$ cat src/hdl/sbst_pkg.sv
package sbst_pkg;

    // Width of every coordinate field on the ports
    localparam int FIELD_W = 32;

    // Per-item decision flags carried down the pipeline beside the slab terms
    typedef struct packed {
        logic start_in; // start point lies in the closed box
        logic dx_zero;  // no motion along x
        logic dy_zero;  // no motion along y
        logic miss;     // already known to miss
    } sbst_flags_t;

endpackage

$ cat src/hdl/sbst_prep.sv
module sbst_prep #(
    parameter int COORD_WIDTH = 32
) (
    input  logic                                 aclk,
    input  logic                                 aresetn,
    input  logic                                 in_valid,
    output logic                                 in_ready,
    input  logic signed [sbst_pkg::FIELD_W-1:0]  box_min_x,
    input  logic signed [sbst_pkg::FIELD_W-1:0]  box_min_y,
    input  logic signed [sbst_pkg::FIELD_W-1:0]  box_max_x,
    input  logic signed [sbst_pkg::FIELD_W-1:0]  box_max_y,
    input  logic signed [sbst_pkg::FIELD_W-1:0]  start_x,
    input  logic signed [sbst_pkg::FIELD_W-1:0]  start_y,
    input  logic signed [sbst_pkg::FIELD_W-1:0]  end_x,
    input  logic signed [sbst_pkg::FIELD_W-1:0]  end_y,
    output logic                                 out_valid,
    input  logic                                 out_ready,
    output logic signed [COORD_WIDTH:0]          enter_x,
    output logic signed [COORD_WIDTH:0]          leave_x,
    output logic signed [COORD_WIDTH:0]          enter_y,
    output logic signed [COORD_WIDTH:0]          leave_y,
    output logic        [COORD_WIDTH-1:0]        dmag_x,
    output logic        [COORD_WIDTH-1:0]        dmag_y,
    output sbst_pkg::sbst_flags_t                flags
);
    import sbst_pkg::*;

    localparam int CW = COORD_WIDTH;
    localparam int D1 = COORD_WIDTH + 1;

    logic signed [CW-1:0] mnx, mny, mxx, mxy, sx, sy, ex, ey;

    // Stage 1: differences and the start-inside test
    logic              v1_reg;
    logic              inside_reg, inside_next;
    logic signed [CW:0] dx_reg, ax_reg, bx_reg, dy_reg, ay_reg, by_reg;
    logic signed [CW:0] dx_next, ax_next, bx_next, dy_next, ay_next, by_next;

    // Stage 2: oriented and sorted slab numerators
    logic              v2_reg;
    logic signed [CW:0] enter_x_reg, leave_x_reg, enter_y_reg, leave_y_reg;
    logic signed [CW:0] enter_x_next, leave_x_next, enter_y_next, leave_y_next;
    logic [CW-1:0]      dmag_x_reg, dmag_y_reg, dmag_x_next, dmag_y_next;
    sbst_flags_t        flags_reg, flags_next;

    logic               adv1, adv2;
    logic signed [CW:0] an_x, bn_x, an_y, bn_y, dabs_x, dabs_y;
    logic               slab_x, slab_y, zx, zy;

    assign adv2     = !v2_reg || out_ready;
    assign adv1     = !v1_reg || adv2;
    assign in_ready = adv1;

    // Take the low coordinate bits, sign-extended
    assign mnx = CW'(box_min_x);
    assign mny = CW'(box_min_y);
    assign mxx = CW'(box_max_x);
    assign mxy = CW'(box_max_y);
    assign sx  = CW'(start_x);
    assign sy  = CW'(start_y);
    assign ex  = CW'(end_x);
    assign ey  = CW'(end_y);

    always_comb begin
        inside_next = (sx >= mnx) && (sx <= mxx) && (sy >= mny) && (sy <= mxy);
        dx_next     = D1'(ex)  - D1'(sx);
        ax_next     = D1'(mnx) - D1'(sx);
        bx_next     = D1'(mxx) - D1'(sx);
        dy_next     = D1'(ey)  - D1'(sy);
        ay_next     = D1'(mny) - D1'(sy);
        by_next     = D1'(mxy) - D1'(sy);
    end

    always_comb begin
        // Flip the axis when moving backwards so the denominator is positive
        an_x   = dx_reg[CW] ? -ax_reg : ax_reg;
        bn_x   = dx_reg[CW] ? -bx_reg : bx_reg;
        dabs_x = dx_reg[CW] ? -dx_reg : dx_reg;
        an_y   = dy_reg[CW] ? -ay_reg : ay_reg;
        bn_y   = dy_reg[CW] ? -by_reg : by_reg;
        dabs_y = dy_reg[CW] ? -dy_reg : dy_reg;

        enter_x_next = (an_x < bn_x) ? an_x : bn_x;
        leave_x_next = (an_x < bn_x) ? bn_x : an_x;
        enter_y_next = (an_y < bn_y) ? an_y : bn_y;
        leave_y_next = (an_y < bn_y) ? bn_y : an_y;
        dmag_x_next  = dabs_x[CW-1:0];
        dmag_y_next  = dabs_y[CW-1:0];

        // Stationary axis: start must sit between the min and max edges
        zx     = (dx_reg == '0);
        zy     = (dy_reg == '0);
        slab_x = (ax_reg[CW] || (ax_reg == '0)) && !bx_reg[CW];
        slab_y = (ay_reg[CW] || (ay_reg == '0)) && !by_reg[CW];

        flags_next.start_in = inside_reg;
        flags_next.dx_zero  = zx;
        flags_next.dy_zero  = zy;
        flags_next.miss     = (zx && !slab_x) || (zy && !slab_y);
    end

    always_ff @(posedge aclk) begin
        if (!aresetn) begin
            v1_reg <= 1'b0;
            v2_reg <= 1'b0;
        end else begin
            if (adv1) v1_reg <= in_valid;
            if (adv2) v2_reg <= v1_reg;
        end
    end

    always_ff @(posedge aclk) begin
        if (adv1) begin
            inside_reg <= inside_next;
            dx_reg     <= dx_next;
            ax_reg     <= ax_next;
            bx_reg     <= bx_next;
            dy_reg     <= dy_next;
            ay_reg     <= ay_next;
            by_reg     <= by_next;
        end
        if (adv2) begin
            enter_x_reg <= enter_x_next;
            leave_x_reg <= leave_x_next;
            enter_y_reg <= enter_y_next;
            leave_y_reg <= leave_y_next;
            dmag_x_reg  <= dmag_x_next;
            dmag_y_reg  <= dmag_y_next;
            flags_reg   <= flags_next;
        end
    end

    assign out_valid = v2_reg;
    assign enter_x   = enter_x_reg;
    assign leave_x   = leave_x_reg;
    assign enter_y   = enter_y_reg;
    assign leave_y   = leave_y_reg;
    assign dmag_x    = dmag_x_reg;
    assign dmag_y    = dmag_y_reg;
    assign flags     = flags_reg;

endmodule

$ cat config.mk
export PLATFORM = sky130hd
export DESIGN_NAME = sbst_prep
export DESIGN_NICKNAME = d
export VERILOG_FILES = /design/src/hdl/sbst_pkg.sv /design/src/hdl/sbst_prep.sv
export SDC_FILE = /design/constraint.sdc
export NUM_CORES = 1
export LEC_CHECK = 0
export BUFFER_PORTS_ARGS = -buffer_cell sky130_fd_sc_hd__clkbuf_2
export CAP_MARGIN = 0
export CELL_PAD_IN_SITES_DETAIL_PLACEMENT = 1
export CELL_PAD_IN_SITES_GLOBAL_PLACEMENT = 1
export CORE_MARGIN = 10
export CORE_UTILIZATION = 45
export DETAILED_ROUTE_END_ITERATION = 12
export GPL_TIMING_DRIVEN = 0
export PLACE_DENSITY_LB_ADDON = 0.08
export SYNTH_ARGS = -nofsm -noshare
export SYNTH_HDL_FRONTEND = slang
export SYNTH_SLANG_ARGS = --single-unit
$ cat constraint.sdc
create_clock -name aclk -period 11.7 [get_ports aclk]
set_clock_uncertainty 0.15 [all_clocks]
set_input_delay 2.925 -clock aclk [delete_from_list [all_inputs] [get_ports aclk]]
set_output_delay 2.925 -clock aclk [all_outputs]
set_load 0.02 [all_outputs]
==> results.cfg, run 1 <==
[run_status]
status = complete, no violations

[die]
die_w_um = 274.3
initial_core_util_pct = 45.31
ios = 462
die_height_um = 274.3
std_cell_rows = 93
core_area_sq_mm = 0.06423
die-area_sq_mm = 0.07525

[route]
vias_per_cell = 5.735
drt_pass1_iterations = 5
drt-total-wl_um = 101000
vias = 24290
drc = 0
avgRoutedWirePerCell_um = 23.85
ant_nets = 0
drtIter0Drc = 1640

[sta]
layout_min_cycle_time_ps = 8256
post-route-period-util_pct = 70.56
maxSlewViolCount = 0
worst_pin_slew_ps = 1272
grt_setup_unrepaired = no
setup_tns_ps = 0
clock.fmax_mhz = 121.1
slew_headroom_pct = 14.43
setup_viol = 0
finalHoldViolCount = 0
whs_ps = 281.2

[grt]
grtUsageMet3_pct = 5.453
grt_max_degree = 127
antenna_found_initial = 30
grt_pass1_vias = 25110
grt_pass1_wl_um = 150700
grt_use_met1_pct = 36.95
track_usage_pct = 25.98
use_met2_pct = 39.57
grt-ovfl-total = 0
gr-max-usage-layer = met2

[clock_network]
h-tree-depth = 2
postCtsSetupBuffers = 0
cts_sinks = 401
clock-root-buffer = clkbuf_16
cts_resized = 0
cts_tree = built
clkSlewWorstSetupHoldPaths_ps = 60
cts_buffers = 45
postCtsHoldBufs = 0
cts_buffer_depth = 3
clock_latency_ps = 610

[power_and_ir_drop]
clkPwrFrac_pct = 21.0
powerDensity_mw_per_mm2 = 207.6
p_leak_nw = 15.30
p_int_mw = 4.283
p_switching_mw = 2.806
p_comb_share_pct = 43.4
vdd_drop_max_mv = 0.1557
swShare_pct = 39.58
power_frac_seq_pct = 35.5

[yosys]
synthTopCellsByCount = 399 x edfxtp_1, 268 x ha_1, 211 x inv_1
avgSynthCellArea_sq_um = 10.30
synth.distinct_cells = 73
syn_nets = 3360
ys.flop_type = edfxtp_1
yosys_warnings = 0
yosys.area.top_type = edfxtp_1
synth-seq-cells = 401
ys_seq_area_share_pct = 41.31
async_flop_share_pct = 0
synth_edf_count = 399
synthTopCellsByArea = edfxtp_1 41%, ha_1 12%, xnor2_1 5.6%
synth_most_common_cell = edfxtp_1
synthCells = 2826
netlist_area_sq_mm = 0.02910
synth_top_area_share_pct = 41.17

[worst_setup_path]
crit_required_ps = 8630
timing.rr.start = ax_reg[0]
worstPathArrival_ps = 5180
rrSetupSlack_ps = 4890
worstSetupPathType = input port to output port
crit_fanout = 77
r2r_cells = 21
cp-start-kind = input port
cp-end-kind = output port
r2r_end = enter_x[29]

[layout]
area_growth_syn_to_layout_pct = 17.33
nets = 3871
final_layout_size_suffix_gt1_share_pct = 16.90
stdcell_count = 4236

[min_path]
hp-class = register to register
hold_depth = 0
hold_end = flags[3]
min_from = inside_reg

[placement]
gp_congestion = 0.9325
dp_hpwl_um = 84100
io_buffers = 461
dp.cells = 4145

[job]
cap_violations = 0
## critical path: stages
cell,delay (ps)
clkbuf_2,80
nor2b_1,510
nand2_4,560
buf_16,450
buf_16,260
clkbuf_2,240
## per-stage QoR
step	worst slack [ps]	util (%)	total power, mW	cell area [sq um]
final	3444	53.17	7.088	34150
after global routing	3321	53.16	7.505	34150
after CTS	3458	53.13	7.133	34130
after detailed placement	3450	50.72	5.610	32580
after global placement	-1245	50.57	5.474	32480
after floorplan	1342	-	4.537	29100
## per-layer routing
layer / share of wire, % / wire [um] / vias up
li1: - / - / 11560
met1: 47 / 47900 / 11900
met2: 44 / 43990 / 641
met3: 6.5 / 6543 / 157
met4: 2.3 / 2345 / 36
met5: 0.23 / 237 / -
## cell type report
class | instances | area, sq um
Multi-Input combinational cell | 2149 | 16050
Buffer | 65 | 246.5
Fill cell | 7295 | 30080
Sequential cell | 401 | 12020
Tap cell | 855 | 1070
Inverter | 211 | 799.5
Clock buffer | 59 | 1209
Timing Repair Buffer | 464 | 2390
Antenna cell | 9 | 22.52
Clock inverter | 23 | 339.1
## placed cells by master (no fill, tap or decap), types with 15 or more instances in the layout
| cell type | synthesis | final |
|---|---|---|
| mux2i_1 | 139 | 139 |
| edfxtp_1 | 399 | 399 |
| nor2_1 | 108 | 108 |
| clkbuf_1 | 51 | 62 |
| inv_1 | 211 | 210 |
| a211oi_1 | 15 | 15 |
| o21a_1 | 39 | 39 |
| a21o_1 | 122 | 122 |
| or2_2 | 15 | 15 |
| nor2b_1 | 33 | 33 |
| o21bai_1 | 18 | 18 |
| ha_1 | 268 | 268 |
| or4_1 | 29 | 29 |
| clkbuf_2 | 0 | 461 |
| nand4_1 | 38 | 38 |
| clkbuf_16 | 0 | 45 |
| o21ai_0 | 174 | 174 |
| or3_1 | 43 | 43 |
| a31oi_1 | 21 | 21 |
| a21oi_1 | 176 | 176 |
| nand3_1 | 50 | 50 |
| nand2_1 | 172 | 171 |
| nand2b_1 | 33 | 33 |
| nor3_1 | 42 | 42 |
| o31ai_1 | 66 | 66 |
| xor2_1 | 153 | 153 |
| o41ai_1 | 25 | 25 |
| and3_1 | 25 | 25 |
| nor4_1 | 17 | 17 |
| xnor2_1 | 185 | 185 |
## worst max path at each step
stage                to  startpoint
3_5_place_dp   in_ready   out_ready
6_report       in_ready   out_ready
3_3_place_gp   in_ready   out_ready
4_1_cts        in_ready   out_ready
5_1_grt        in_ready   out_ready
2_1_floorplan  in_ready   out_ready
## power groups by stage
stage,logic [mW],registers [mW],clock network [mW]
after global placement,2.95,2.52,0
final,3.08,2.52,1.49
after global routing,3.36,2.57,1.58
after CTS,3.09,2.52,1.52
after detailed placement,3.07,2.54,0
after floorplan,1.64,2.90,0
## cells by family (layout without fill, tap and decap cells)
group	count (synthesis)	in the layout	synth area share [%]
AOI/OAI and AO/OA	752	752	16.75
and+or+nand+nor	645	645	11.45
DFF	401	401	41.31
xor gates and xnor gates	338	338	10.17
buffers and inverters	276	822	3.568
adders and majority gates	274	274	11.93
muxes	140	140	4.819
other	0	9	0
No activity file was read; power rests on OpenSTA's default activity.
==> inputs of run 2 (changes only) <==
- clock period: 11.7 -> 8.6 ns (I/O delays scaled with it)
==> results.cfg, run 2 (same netlist as run 1, synthesis figures left out) <==
[power_and_ir_drop]
vdd_drop_max_mv = 0.2004
powerDensity_mw_per_mm2 = 279.9
p_leak_nw = 15.22

[route]
drt-total-wl_um = 102600
drt_pass1_iterations = 5
vias = 24420
drc = 0
avgRoutedWirePerCell_um = 24.18
vias_per_cell = 5.756
ant_nets = 0
drtIter0Drc = 1667

[grt]
grtUsageMet3_pct = 6.307
grt_use_met1_pct = 37.16
gr-max-usage-layer = met2
grt_pass1_vias = 25460
grt_max_degree = 117
antenna_found_initial = 38
grt-ovfl-total = 0
use_met2_pct = 39.20
grt_pass1_wl_um = 153100
track_usage_pct = 26.40

[worst_setup_path]
crit_chain = inv_1, ha_1, nand2_1, or2_2, or4_1, or3_1, or3_1, o41ai_1, xor2_1, inv_1, ha_1, a21o_1, a21o_1, a21oi_1, o21ai_0, a21oi_1, o21ai_0, mux2i_1, clkbuf_1, buf_1, mux2i_1
crit_family = simple AND/OR/NAND/NOR gates
crit_fanout = 10
worstPathArrival_ps = 6970
cp-start-kind = register
crit_required_ps = 8760
worstSetupPathType = register to register
slowest_stage = buf_1
worst-path-buf-inv = 4
slowest_delay_ps = 730
cp-end-kind = register

[layout]
area_growth_syn_to_layout_pct = 16.83
nets = 3870
final_common_cell = clkbuf_2
fillers = 7279
final_layout_size_suffix_gt1_share_pct = 16.78
final_cell_mix = 461 x clkbuf_2, 399 x edfxtp_1, 268 x ha_1, 210 x inv_1, 185 x xnor2_1

[clock_network]
clock-root-buffer = clkbuf_16
cts_buffer_depth = 3
h-tree-depth = 2
clkSlewWorstSetupHoldPaths_ps = 60
cts_buffers = 44
postCtsSetupBuffers = 0
postCtsHoldBufs = 0
clock_latency_ps = 600
cts_sinks = 401
cts_tree = built
cts_resized = 0

[sta]
maxSlewViolCount = 0
whs_ps = 302.3
setup_viol = 0
slew_headroom_pct = 31.76
layout_min_cycle_time_ps = 6804
worst_pin_slew_ps = 1024
setup_tns_ps = 0
post-route-period-util_pct = 79.11
grt_setup_unrepaired = no
clock.fmax_mhz = 147.0
finalHoldViolCount = 0

[die]
ios = 462
die_height_um = 274.3
initial_core_util_pct = 45.31
std_cell_rows = 93
die_w_um = 274.3
die-area_sq_mm = 0.07525
core_area_sq_mm = 0.06423

[min_path]
hp-class = register to register

[placement]
dp_hpwl_um = 85050
io_buffers = 461
gp_congestion = 0.9277

[run_status]
status = complete, no violations

[job]
cap_violations = 0
## run 2: cell types whose count changed in the layout (fill, tap and decap cells not counted), sizes merged
cell / delta
diode: +12
bufinv: -4
clkbuf: -7
clkinv: +9
inv: -1
clkinvlp: -2
## run 2: path summary, 6_finish.rpt
kind / startpoint / end / depth (start not counted) / slack (ps)
min: inside_reg / flags[3] / 0 / 300
max: ax_reg[0] / enter_x[24] / 21 / 1800
max reg2reg: ax_reg[0] / enter_x[24] / 21 / 1800
min reg2reg: inside_reg / flags[3] / 0 / 300
## run 2: layer usage
layer  up-vias  wire [um]  share of wire, %
li1      11580          -                 -
met1     11950      48350                47
met2       681      43790                43
met3       175       7310               7.1
met4        32       2914               2.8
met5         -        209              0.20
## run 2: metrics by stage
step	total power [mW]	std cells	cell area (sq um)	setup WS, ps	utilization, %
final	9.519	4243	34000	1796	52.94
after global routing	10.08	4237	33990	1366	52.91
after CTS	9.563	4221	33950	1773	52.85
after detailed placement	7.652	4144	32560	1820	50.69
after global placement	7.458	4142	32480	50.49	50.57
after floorplan	6.171	2826	29110	1669	-
## run 2: layout make-up
type	instances	area [sq um]	area share, %
clock buffer	52	1152	3.389
timing repair buffer	464	2367	6.962
multi-input combinational	2149	16060	47.23
antenna	21	52.55	0.1545
tap	855	1070	3.146
inverter	211	799.5	2.351
buffer	65	246.5	0.7249
sequential	401	12020	35.35
clock inverter	25	232.7	0.6844
## run 2: report_power, final
group | switching [mW] | internal, mW | total (mW)
sequential | 0.378 | 3.06 | 3.44
clock | 0.813 | 1.05 | 1.87
combinational | 2.66 | 1.56 | 4.21
